`src/rtl/ldsk_pkg.sv`:
```
// Shared types and constants for the LOOK disk scheduler.
`timescale 1ns / 1ps

package ldsk_pkg;

	localparam int TRACK_W    = 16;
	localparam int CFG_IDX_W  = 1;
	localparam int CFG_DATA_W = 16;

	// Configuration register indexes
	localparam logic [CFG_IDX_W-1:0] CFG_START_TRACK = 1'd0;
	localparam logic [CFG_IDX_W-1:0] CFG_SWEEP_UP    = 1'd1;

	// First sweep direction
	localparam logic UP   = 1'b1;
	localparam logic DOWN = 1'b0;

	typedef struct packed {
		logic [TRACK_W-1:0] track;
		logic               last;
	} req_t;

	typedef struct packed {
		logic [TRACK_W-1:0] track;
		logic               last;
	} res_t;

	typedef struct packed {
		logic [TRACK_W-1:0] start_track;
		logic               sweep_up;
	} cfg_t;

endpackage

```
`src/rtl/ldsk_fifo.sv`:
```
// Small register FIFO used to decouple the scheduler's back end from its request and result sides.
`timescale 1ns / 1ps

module ldsk_fifo #(
	parameter int WIDTH = 17,
	parameter int DEPTH = 2
) (
	input  logic             clk,
	input  logic             arst_n,
	input  logic             push,
	output logic             full,
	input  logic [WIDTH-1:0] wdata,
	input  logic             pop,
	output logic             empty,
	output logic [WIDTH-1:0] rdata
);

	localparam int PTR_W = $clog2(DEPTH);
	localparam int CNT_W = $clog2(DEPTH + 1);

	logic [WIDTH-1:0] mem_q [DEPTH];
	logic [PTR_W-1:0] wr_ptr_q;
	logic [PTR_W-1:0] rd_ptr_q;
	logic [CNT_W-1:0] count_q;
	logic             do_push;
	logic             do_pop;

	assign full    = (count_q == CNT_W'(DEPTH));
	assign empty   = (count_q == '0);
	assign do_push = push && !full;
	assign do_pop  = pop && !empty;
	assign rdata   = mem_q[rd_ptr_q];

	always_ff @(posedge clk) begin
		if (do_push) begin
			mem_q[wr_ptr_q] <= wdata;
		end
	end

	always_ff @(posedge clk or negedge arst_n) begin
		if (!arst_n) begin
			wr_ptr_q <= '0;
			rd_ptr_q <= '0;
			count_q  <= '0;
		end else begin
			if (do_push) begin
				wr_ptr_q <= (wr_ptr_q == PTR_W'(DEPTH - 1)) ? '0 : wr_ptr_q + PTR_W'(1);
			end
			if (do_pop) begin
				rd_ptr_q <= (rd_ptr_q == PTR_W'(DEPTH - 1)) ? '0 : rd_ptr_q + PTR_W'(1);
			end
			if (do_push && !do_pop) begin
				count_q <= count_q + CNT_W'(1);
			end else if (do_pop && !do_push) begin
				count_q <= count_q - CNT_W'(1);
			end
		end
	end

endmodule

```
`src/rtl/ldsk_back.sv`:
```
// Sorted request row and LOOK emission sequencer.
`timescale 1ns / 1ps

module ldsk_back #(
	parameter int MAX_REQUESTS = 32
) (
	input  logic          clk,
	input  logic          arst_n,
	input  logic          req_empty,
	output logic          req_pop,
	input  ldsk_pkg::req_t req,
	input  ldsk_pkg::cfg_t cfg,
	input  logic          res_full,
	output logic          res_push,
	output ldsk_pkg::res_t res
);

	localparam int CNT_W = $clog2(MAX_REQUESTS + 1);
	localparam int IDX_W = (MAX_REQUESTS > 1) ? $clog2(MAX_REQUESTS) : 1;

	localparam int          STATE_W = 3;
	localparam logic [2:0]  ST_IDLE = 3'd0;
	localparam logic [2:0]  ST_CMP  = 3'd1;
	localparam logic [2:0]  ST_HEAD = 3'd2;
	localparam logic [2:0]  ST_ASC  = 3'd3;
	localparam logic [2:0]  ST_DESC = 3'd4;

	logic [ldsk_pkg::TRACK_W-1:0] row_q [MAX_REQUESTS];
	logic [MAX_REQUESTS-1:0]      gt;
	logic [MAX_REQUESTS-1:0]      lt;
	logic [MAX_REQUESTS-1:0]      wr_here;
	logic [MAX_REQUESTS-1:0]      lt_q;
	logic [MAX_REQUESTS-1:0]      lt_nx;
	logic [STATE_W-1:0]           state_q;
	logic [CNT_W-1:0]             count_q;
	logic [CNT_W-1:0]             ptr_q;
	logic [CNT_W-1:0]             ptr_dec;
	logic [CNT_W-1:0]             below_q;
	logic [CNT_W-1:0]             below_c;
	logic [CNT_W-1:0]             remaining_q;
	logic [IDX_W-1:0]             rd_idx;
	logic                         ins_en;

	assign req_pop = (state_q == ST_IDLE) && !req_empty;
	assign ins_en  = req_pop && (count_q < CNT_W'(MAX_REQUESTS));
	assign ptr_dec = ptr_q - CNT_W'(1);
	assign rd_idx  = (state_q == ST_ASC) ? ptr_q[IDX_W-1:0] : ptr_dec[IDX_W-1:0];
	assign lt_nx   = lt_q >> 1;

	// Compare every stored entry against the new request and the start track
	always_comb begin
		for (int i = 0; i < MAX_REQUESTS; i++) begin
			gt[i]      = (CNT_W'(i) < count_q) && (row_q[i] > req.track);
			lt[i]      = (CNT_W'(i) < count_q) && (row_q[i] < cfg.start_track);
			wr_here[i] = gt[i] || (CNT_W'(i) == count_q);
		end
	end

	// Entries below the start track form a thermometer; its edge gives the split
	always_comb begin
		below_c = '0;
		for (int i = 0; i < MAX_REQUESTS; i++) begin
			if (lt_q[i] && !lt_nx[i]) begin
				below_c = below_c | CNT_W'(i + 1);
			end
		end
	end

	// Parallel insertion: larger entries shift up one place
	for (genvar g = 0; g < MAX_REQUESTS; g++) begin : g_row
		if (g == 0) begin : g_first
			always_ff @(posedge clk) begin
				if (ins_en && wr_here[g]) begin
					row_q[g] <= req.track;
				end
			end
		end else begin : g_rest
			always_ff @(posedge clk) begin
				if (ins_en && wr_here[g]) begin
					row_q[g] <= gt[g-1] ? row_q[g-1] : req.track;
				end
			end
		end
	end

	always_ff @(posedge clk) begin
		if (state_q == ST_CMP) begin
			lt_q <= lt;
		end
	end

	always_comb begin
		res_push = 1'b0;
		res      = '0;
		unique case (state_q)
			ST_HEAD: begin
				res_push  = !res_full;
				res.track = cfg.start_track;
				res.last  = (count_q == '0);
			end
			ST_ASC, ST_DESC: begin
				res_push  = !res_full;
				res.track = row_q[rd_idx];
				res.last  = (remaining_q == CNT_W'(1));
			end
			default: begin
				res_push = 1'b0;
			end
		endcase
	end

	always_ff @(posedge clk or negedge arst_n) begin
		if (!arst_n) begin
			state_q     <= ST_IDLE;
			count_q     <= '0;
			ptr_q       <= '0;
			below_q     <= '0;
			remaining_q <= '0;
		end else begin
			unique case (state_q)
				ST_IDLE: begin
					if (ins_en) begin
						count_q <= count_q + CNT_W'(1);
					end
					if (req_pop && req.last) begin
						state_q <= ST_CMP;
					end
				end
				ST_CMP: begin
					state_q <= ST_HEAD;
				end
				ST_HEAD: begin
					if (!res_full) begin
						remaining_q <= count_q;
						below_q     <= below_c;
						ptr_q       <= below_c;
						if (count_q == '0) begin
							state_q <= ST_IDLE;
						end else if (cfg.sweep_up == ldsk_pkg::UP) begin
							state_q <= (below_c < count_q) ? ST_ASC : ST_DESC;
						end else begin
							state_q <= (below_c != '0) ? ST_DESC : ST_ASC;
						end
					end
				end
				ST_ASC: begin
					if (!res_full) begin
						remaining_q <= remaining_q - CNT_W'(1);
						if (remaining_q == CNT_W'(1)) begin
							state_q <= ST_IDLE;
							count_q <= '0;
						end else if (ptr_q + CNT_W'(1) == count_q) begin
							state_q <= ST_DESC;
							ptr_q   <= below_q;
						end else begin
							ptr_q <= ptr_q + CNT_W'(1);
						end
					end
				end
				ST_DESC: begin
					if (!res_full) begin
						remaining_q <= remaining_q - CNT_W'(1);
						if (remaining_q == CNT_W'(1)) begin
							state_q <= ST_IDLE;
							count_q <= '0;
						end else if (ptr_q == CNT_W'(1)) begin
							state_q <= ST_ASC;
							ptr_q   <= below_q;
						end else begin
							ptr_q <= ptr_dec;
						end
					end
				end
				default: begin
					state_q <= ST_IDLE;
				end
			endcase
		end
	end

	a_count_bound: assert property (@(posedge clk) disable iff (!arst_n)
		count_q <= CNT_W'(MAX_REQUESTS))
		else $error("request count beyond capacity");

	a_push_only_emit: assert property (@(posedge clk) disable iff (!arst_n)
		res_push |-> (state_q == ST_HEAD || state_q == ST_ASC || state_q == ST_DESC))
		else $error("result pushed outside emission");

	a_asc_ptr: assert property (@(posedge clk) disable iff (!arst_n)
		(state_q == ST_ASC) |-> (ptr_q < count_q && remaining_q != '0))
		else $error("ascending pointer out of range");

	a_desc_ptr: assert property (@(posedge clk) disable iff (!arst_n)
		(state_q == ST_DESC) |-> (ptr_q != '0 && ptr_q <= below_q))
		else $error("descending pointer out of range");

	a_no_pop_emit: assert property (@(posedge clk) disable iff (!arst_n)
		(state_q != ST_IDLE) |-> !req_pop)
		else $error("request taken during emission");

endmodule

```
`src/rtl/look_disk_scheduler.sv`:
```
// Top level of the LOOK disk scheduler.
`timescale 1ns / 1ps

// LOOK disk scheduler. Requests (track, last mark) are pushed into a two-entry
// input queue; while idle, the back end takes one request per cycle from it and
// inserts it, in the cycle it is taken, into a sorted register row of
// MAX_REQUESTS entries. Requests arriving with the row full are dropped, but
// their last mark still ends the batch. On the request marked last the back
// end moves to a compare state that compares the row against start_track,
// then emits the start track and every stored track in LOOK order at one
// result per cycle into a two-entry result queue, unless that queue is full:
// sweep_up = 1 serves tracks at or above the start in ascending order, then
// those below in descending order; sweep_up = 0 reverses both runs. A batch
// of n stored requests thus yields n + 1 results; while emitting, the back
// end takes no request, and the input queue fills and raises full. The last
// result of each batch carries last_result.
// Write configuration only while the block is idle; start_track and sweep_up
// are read in the compare and head states after the batch's last request.
module look_disk_scheduler #(
	parameter int MAX_REQUESTS = 32
) (
	input  logic                            clk,
	input  logic                            arst_n,
	// request side
	input  logic                            push,
	output logic                            full,
	input  logic [ldsk_pkg::TRACK_W-1:0]    request_track,
	input  logic                            last_request,
	// result side
	output logic                            empty,
	input  logic                            pop,
	output logic [ldsk_pkg::TRACK_W-1:0]    service_track,
	output logic                            last_result,
	// configuration
	input  logic                            cfg_write,
	input  logic [ldsk_pkg::CFG_IDX_W-1:0]  cfg_index,
	input  logic [ldsk_pkg::CFG_DATA_W-1:0] cfg_data
);

	localparam int REQ_W = $bits(ldsk_pkg::req_t);
	localparam int RES_W = $bits(ldsk_pkg::res_t);

	ldsk_pkg::cfg_t cfg_q;
	ldsk_pkg::req_t req_in;
	ldsk_pkg::req_t req_head;
	ldsk_pkg::res_t res_back;
	ldsk_pkg::res_t res_head;
	logic           req_empty;
	logic           req_pop;
	logic           res_full;
	logic           res_push;

	// Configuration registers: write-only, taken at once
	always_ff @(posedge clk or negedge arst_n) begin
		if (!arst_n) begin
			cfg_q.start_track <= '0;
			cfg_q.sweep_up    <= ldsk_pkg::UP;
		end else if (cfg_write) begin
			unique case (cfg_index)
				ldsk_pkg::CFG_START_TRACK: cfg_q.start_track <= cfg_data;
				ldsk_pkg::CFG_SWEEP_UP:    cfg_q.sweep_up    <= cfg_data[0];
				default:                   cfg_q             <= cfg_q;
			endcase
		end
	end

	assign req_in.track = request_track;
	assign req_in.last  = last_request;

	// Front: hold incoming requests until the back end is free
	ldsk_fifo #(
		.WIDTH (REQ_W),
		.DEPTH (2)
	) u_req_fifo (
		.clk    (clk),
		.arst_n (arst_n),
		.push   (push),
		.full   (full),
		.wdata  (req_in),
		.pop    (req_pop),
		.empty  (req_empty),
		.rdata  (req_head)
	);

	// Back: sort the batch and sequence the service order
	ldsk_back #(
		.MAX_REQUESTS (MAX_REQUESTS)
	) u_back (
		.clk       (clk),
		.arst_n    (arst_n),
		.req_empty (req_empty),
		.req_pop   (req_pop),
		.req       (req_head),
		.cfg       (cfg_q),
		.res_full  (res_full),
		.res_push  (res_push),
		.res       (res_back)
	);

	// Result queue: advance the sequencer while the consumer stalls
	ldsk_fifo #(
		.WIDTH (RES_W),
		.DEPTH (2)
	) u_res_fifo (
		.clk    (clk),
		.arst_n (arst_n),
		.push   (res_push),
		.full   (res_full),
		.wdata  (res_back),
		.pop    (pop),
		.empty  (empty),
		.rdata  (res_head)
	);

	assign service_track = res_head.track;
	assign last_result   = res_head.last;

endmodule

```
`config.mk`:
```
export PLATFORM = sky130hd
export DESIGN_NAME = look_disk_scheduler
export DESIGN_NICKNAME = d
export VERILOG_FILES = /design/src/rtl/ldsk_pkg.sv /design/src/rtl/ldsk_fifo.sv /design/src/rtl/ldsk_back.sv /design/src/rtl/look_disk_scheduler.sv
export SDC_FILE = /design/constraint.sdc
export NUM_CORES = 2
export LEC_CHECK = 0
export BUFFER_PORTS_ARGS = -buffer_cell sky130_fd_sc_hd__buf_2
export CAP_MARGIN = 20
export CORE_MARGIN = 1.5
export CORE_UTILIZATION = 30
export CTS_BUF_LIST = sky130_fd_sc_hd__clkbuf_16
export DETAILED_ROUTE_END_ITERATION = 8
export PLACE_DENSITY = 0.5
export SLEW_MARGIN = 20
export SYNTH_ARGS = -nofsm -noshare
export SYNTH_HDL_FRONTEND = slang
export SYNTH_SLANG_ARGS = --single-unit
```
`constraint.sdc`:
```
create_clock -name clk -period 7.2 [get_ports clk]
set_input_delay 1.44 -clock clk [delete_from_list [all_inputs] [get_ports clk]]
set_output_delay 1.44 -clock clk [all_outputs]
set_load 0.005 [all_outputs]
```
==> results.rst <==
.. list-table::
   :header-rows: 1

   * - Metric
     - Value
   * - Run status
     - complete, no violations
   * - CP required
     - roughly 7.6 ns
   * - Final cell count without fillers
     - between 8,000 and 9,000
   * - Number of primary I/O pins
     - between 50 and 60
   * - Arr. time, crit path
     - about 5.7 ns
   * - Clock Sink Count
     - around 660
   * - Number of hold-slack violations in the final timing report
     - 0
   * - Hold Path Class
     - reg2reg
   * - Placer congestion estimate
     - between 0.9 and 1
   * - Synthesized area per cell
     - around 10 sq um
   * - Period utilization
     - around three quarters
   * - Cell Pwr Density
     - approximately 490 nW/um^2
   * - Latest clock arrival within the worst-skew pair
     - 0.74 ns
   * - Routed wire per std cell
     - between 30 and 40 um
   * - Worst-case clock buffer depth
     - 3
   * - Number of endpoints failing setup at the final stage
     - 0
   * - Clock tree from TritonCTS
     - done
   * - H-Tree Level Count
     - 3
   * - Post-Route WL
     - 289.4 mm
   * - LEAKAGE
     - approximately 28 nW
   * - Min Tclk post-route
     - about 5.3 ns
   * - Total of cells resized after clock tree synthesis
     - 0
   * - FF-to-FF End
     - u_back.row_q[29][3]
   * - Core footprint
     - about 210,000 sq um
   * - Rows
     - ~170
   * - Syn Std Cell Area
     - approximately 63,000 sq um
   * - HPWL after detailed placement
     - around 210 mm
   * - First-pass GRT wire length
     - approximately 400 mm
   * - Max Fclk
     - 189.8 MHz
   * - Worst clock skew
     - between 0.03 and 0.04 ns
   * - Number of synthesized flops with an enable pin
     - slightly above 600
   * - Number of instances in the synthesized netlist
     - 6,081
   * - Post-Layout Inst Area
     - around 70,000 sq um
   * - Share of cells above drive strength 1
     - between 10% and 20%
   * - Share of flip-flops with an asynchronous set or reset
     - just under 8%
   * - Vias in the first global route
     - 52,450
   * - Worst-case headroom to the max-slew limit
     - between 20% and 30%
   * - Endpoint with the worst hold slack
     - u_req_fifo.wr_ptr_q
   * - Post-CTS Hold Fix Bufs
     - 0
   * - Start-to-end type of the worst setup path
     - reg2reg
   * - Critical path depth in cells
     - 13
   * - Pin count of the biggest net entering global routing
     - between 90 and 100
   * - Number of register bits inferred by synthesis
     - about 660
   * - DP Area
     - between 60,000 and 70,000 sq um
   * - Synthesis-to-finish area growth
     - 11.67%
   * - Pre-CTS WS
     - about 2.0 ns
   * - Slew at the pin closest to its max-slew limit
     - about 1.2 ns
   * - Cell depth of the worst hold path
     - 1
   * - Critical path endpoint category
     - flip-flop
   * - Final layout net count
     - 7,027
   * - Cell with the most instances after synthesis
     - ha_1
   * - Path depth of the worst reg2reg path
     - 13
   * - Residual antenna-violating net count after detailed routing
     - 0
   * - Critical-path maximum fanout
     - 25
   * - Routed vias
     - 56,240
   * - Cells along the critical path
     - mux2i_4 -> buf_4 -> inv_2 -> buf_4 -> ha_1 -> nor2b_1 -> o21a_1 -> o21a_1 -> o211ai_1 -> a21o_1 -> and2_1 -> o21ai_1 -> buf_4
   * - Library cell occupying the most area in the post-synthesis netlist
     - edfxtp_1
   * - Share of the yosys chip area belonging to registers
     - around a third
   * - Most repeated library cell on the critical path
     - buf_4
   * - DRT iter0 DRCs
     - 7,032
   * - Dominant delay contributor by cell family on the critical path
     - buffers and inverters
   * - Critical path launch point type
     - flip-flop
   * - Number of warning messages in the yosys log
     - 0
   * - Antenna violations before repair
     - 31
   * - Distinct cell type count of the synthesized netlist
     - around 90
   * - Worst stage delay on the critical path
     - ~1 ns
   * - Die Ht
     - roughly 460 um
   * - Ys flop type
     - edfxtp_1
   * - Die Wd
     - 459.9 um
   * - Bufs and invs on worst path
     - 4
   * - Most numerous cell types in the synthesized netlist
     - ha_1, edfxtp_1, nand2_1
   * - Aggregate negative setup slack
     - 0 ns
   * - Fraction of post-synthesis cell area in the top cell type by area
     - 29.34%
   * - Max rail drop VDD
     - around 0.31 mV
   * - Post CTS Setup Buffer Count
     - 0
   * - Count of input and output buffers
     - 57
   * - Detailed-routing iteration count for the pre-antenna-repair pass
     - 6
   * - Net Count, Synth
     - about 7,100
   * - Remaining global-route overflow
     - 0
   * - DRC viols
     - 0
   * - Clock Root Buffer
     - clkbuf_16
   * - GRT Resource Usage Total
     - 26.63%
   * - Number of clock buffers inserted by TritonCTS
     - 85
   * - Startpoint of the most critical register-to-register path
     - u_req_fifo.rd_ptr_q
   * - Starting density of the core
     - between 30 and 40%
   * - Start point of the worst hold path
     - u_req_fifo.wr_ptr_q
   * - Floorplan die area
     - roughly 210,000 sq um
   * - Ranking of synthesized cells by area
     - edfxtp_1, ha_1, mux2_2
   * - Placed insts
     - approximately 8,700
   * - Unrepaired setup endpoints after global routing
     - no
   * - Clock transition at the registers of the reported paths
     - approximately 0.060 ns
   * - Total count of max-transition violations in the final report
     - 0
   * - Reg-to-reg setup timing slack
     - roughly 1.9 ns
   * - Cell at the slowest stage of the critical path
     - dfrtp_2
   * - Mean number of vias per cell
     - 6.349
   * - Max-cap check violation count
     - 0
   * - Worst Setup Slack, final
     - 1.930 ns
how the worst max path moves through the flow:
| stage | slack [ns] | end | startpoint |
|---|---|---|---|
| 4_1_cts | 1.96 | u_back.row_q[7][13] | u_req_fifo.rd_ptr_q |
| 3_5_place_dp | 1.97 | u_back.row_q[7][1] | u_req_fifo.rd_ptr_q |
| 2_1_floorplan | 1.59 | u_back.row_q[13][0] | u_req_fifo.rd_ptr_q |
| 3_3_place_gp | 1.97 | u_back.row_q[26][4] | u_req_fifo.rd_ptr_q |
| 5_1_grt | 1.73 | u_back.row_q[29][14] | u_req_fifo.rd_ptr_q |
| 6_report | 1.93 | u_back.row_q[29][3] | u_req_fifo.rd_ptr_q |
placed cells by master, fill, tap and decap left out, types with 17 or more instances in the layout:
cell / n
a2111oi_0: 161
a211o_1: 42
a211oi_1: 79
a21o_1: 276
a21oi_1: 380
a311oi_1: 182
a31oi_1: 24
and2_1: 17
and4_1: 39
buf_12: 19
buf_2: 58
buf_4: 190
clkbuf_16: 87
clkinv_1: 18
dfrtp_1: 47
edfxtp_1: 612
ha_1: 989
inv_1: 101
inv_2: 19
mux2_2: 321
mux2i_1: 223
mux4_2: 77
nand2_1: 423
nand2b_1: 66
nand3_1: 302
nand4_1: 134
nor2_1: 148
nor2b_1: 131
nor3_1: 36
o211ai_1: 63
o21a_1: 96
o21ai_0: 178
o311ai_0: 176
or3_1: 29
xnor2_1: 18
sequential cells by signal, indices dropped and copies added, names as in the netlist:
register / cells
u_back.state_q: 3
cfg_q: 17
u_back.row_q: 512
u_back.count_q: 6
u_res_fifo.mem_q: 34
u_req_fifo.rd_ptr_q: 1
u_back.ptr_q: 6
u_back.remaining_q: 6
u_req_fifo.mem_q: 34
u_res_fifo.wr_ptr_q: 1
u_res_fifo.rd_ptr_q: 1
u_back.below_q: 6
u_req_fifo.wr_ptr_q: 1
u_res_fifo.count_q: 2
u_back.lt_q: 32
u_req_fifo.count_q: 2
power breakdown:
group / leakage, nW / internal, mW / switching [mW]
sequential: 6.21 / 6.13 / 1.60
clock: 1.42 / 2.60 / 1.94
combinational: 20.0 / 8.15 / 14.0
stage by stage:
stage / hold slack (ns) / utilization [%] / total power, mW
6_report: 0.4892 / 33.74 / 34.38
5_1_grt: 0.5314 / 33.74 / 36.12
4_1_cts: 0.4923 / 33.65 / 33.66
3_5_place_dp: 0.4803 / 32.28 / 29.07
3_3_place_gp: 0.4781 / 32.27 / 28.52
2_1_floorplan: 0.4603 / - / 20.84
area by class of cell:
type	count	area (sq um)
antenna	3	7.507
clock buffer	87	2177
multi-input combinational	4865	41260
tap	2788	3488
sequential	664	19690
timing repair buffer	273	2250
inverter	108	405.4
clock inverter	71	670.6
fill	20900	137300
cell families after synthesis:
logic type               count (synthesis)  share of synthesized area [%]
adder cells (fa/ha/maj)                991                          19.80
flip-flops                             664                          31.42
multiplexers                           647                          12.75
XOR/XNOR                                26                         0.3975
buffers and inverters                  552                          3.588
AO/OA/AOI/OAI                         1820                          21.01
AND/OR/NAND/NOR                       1381                          11.04
per-layer routing:
metal | global-route usage [%] | up-vias | part of all wire (%)
li1 | - | 24330 | -
met1 | 34.77 | 28290 | 41
met2 | 40.88 | 2910 | 44
met3 | 5.253 | 701 | 8.8
met4 | 15.17 | 16 | 6.7
met5 | 0 | - | 0.040
No activity file was read; power rests on OpenSTA's default activity.
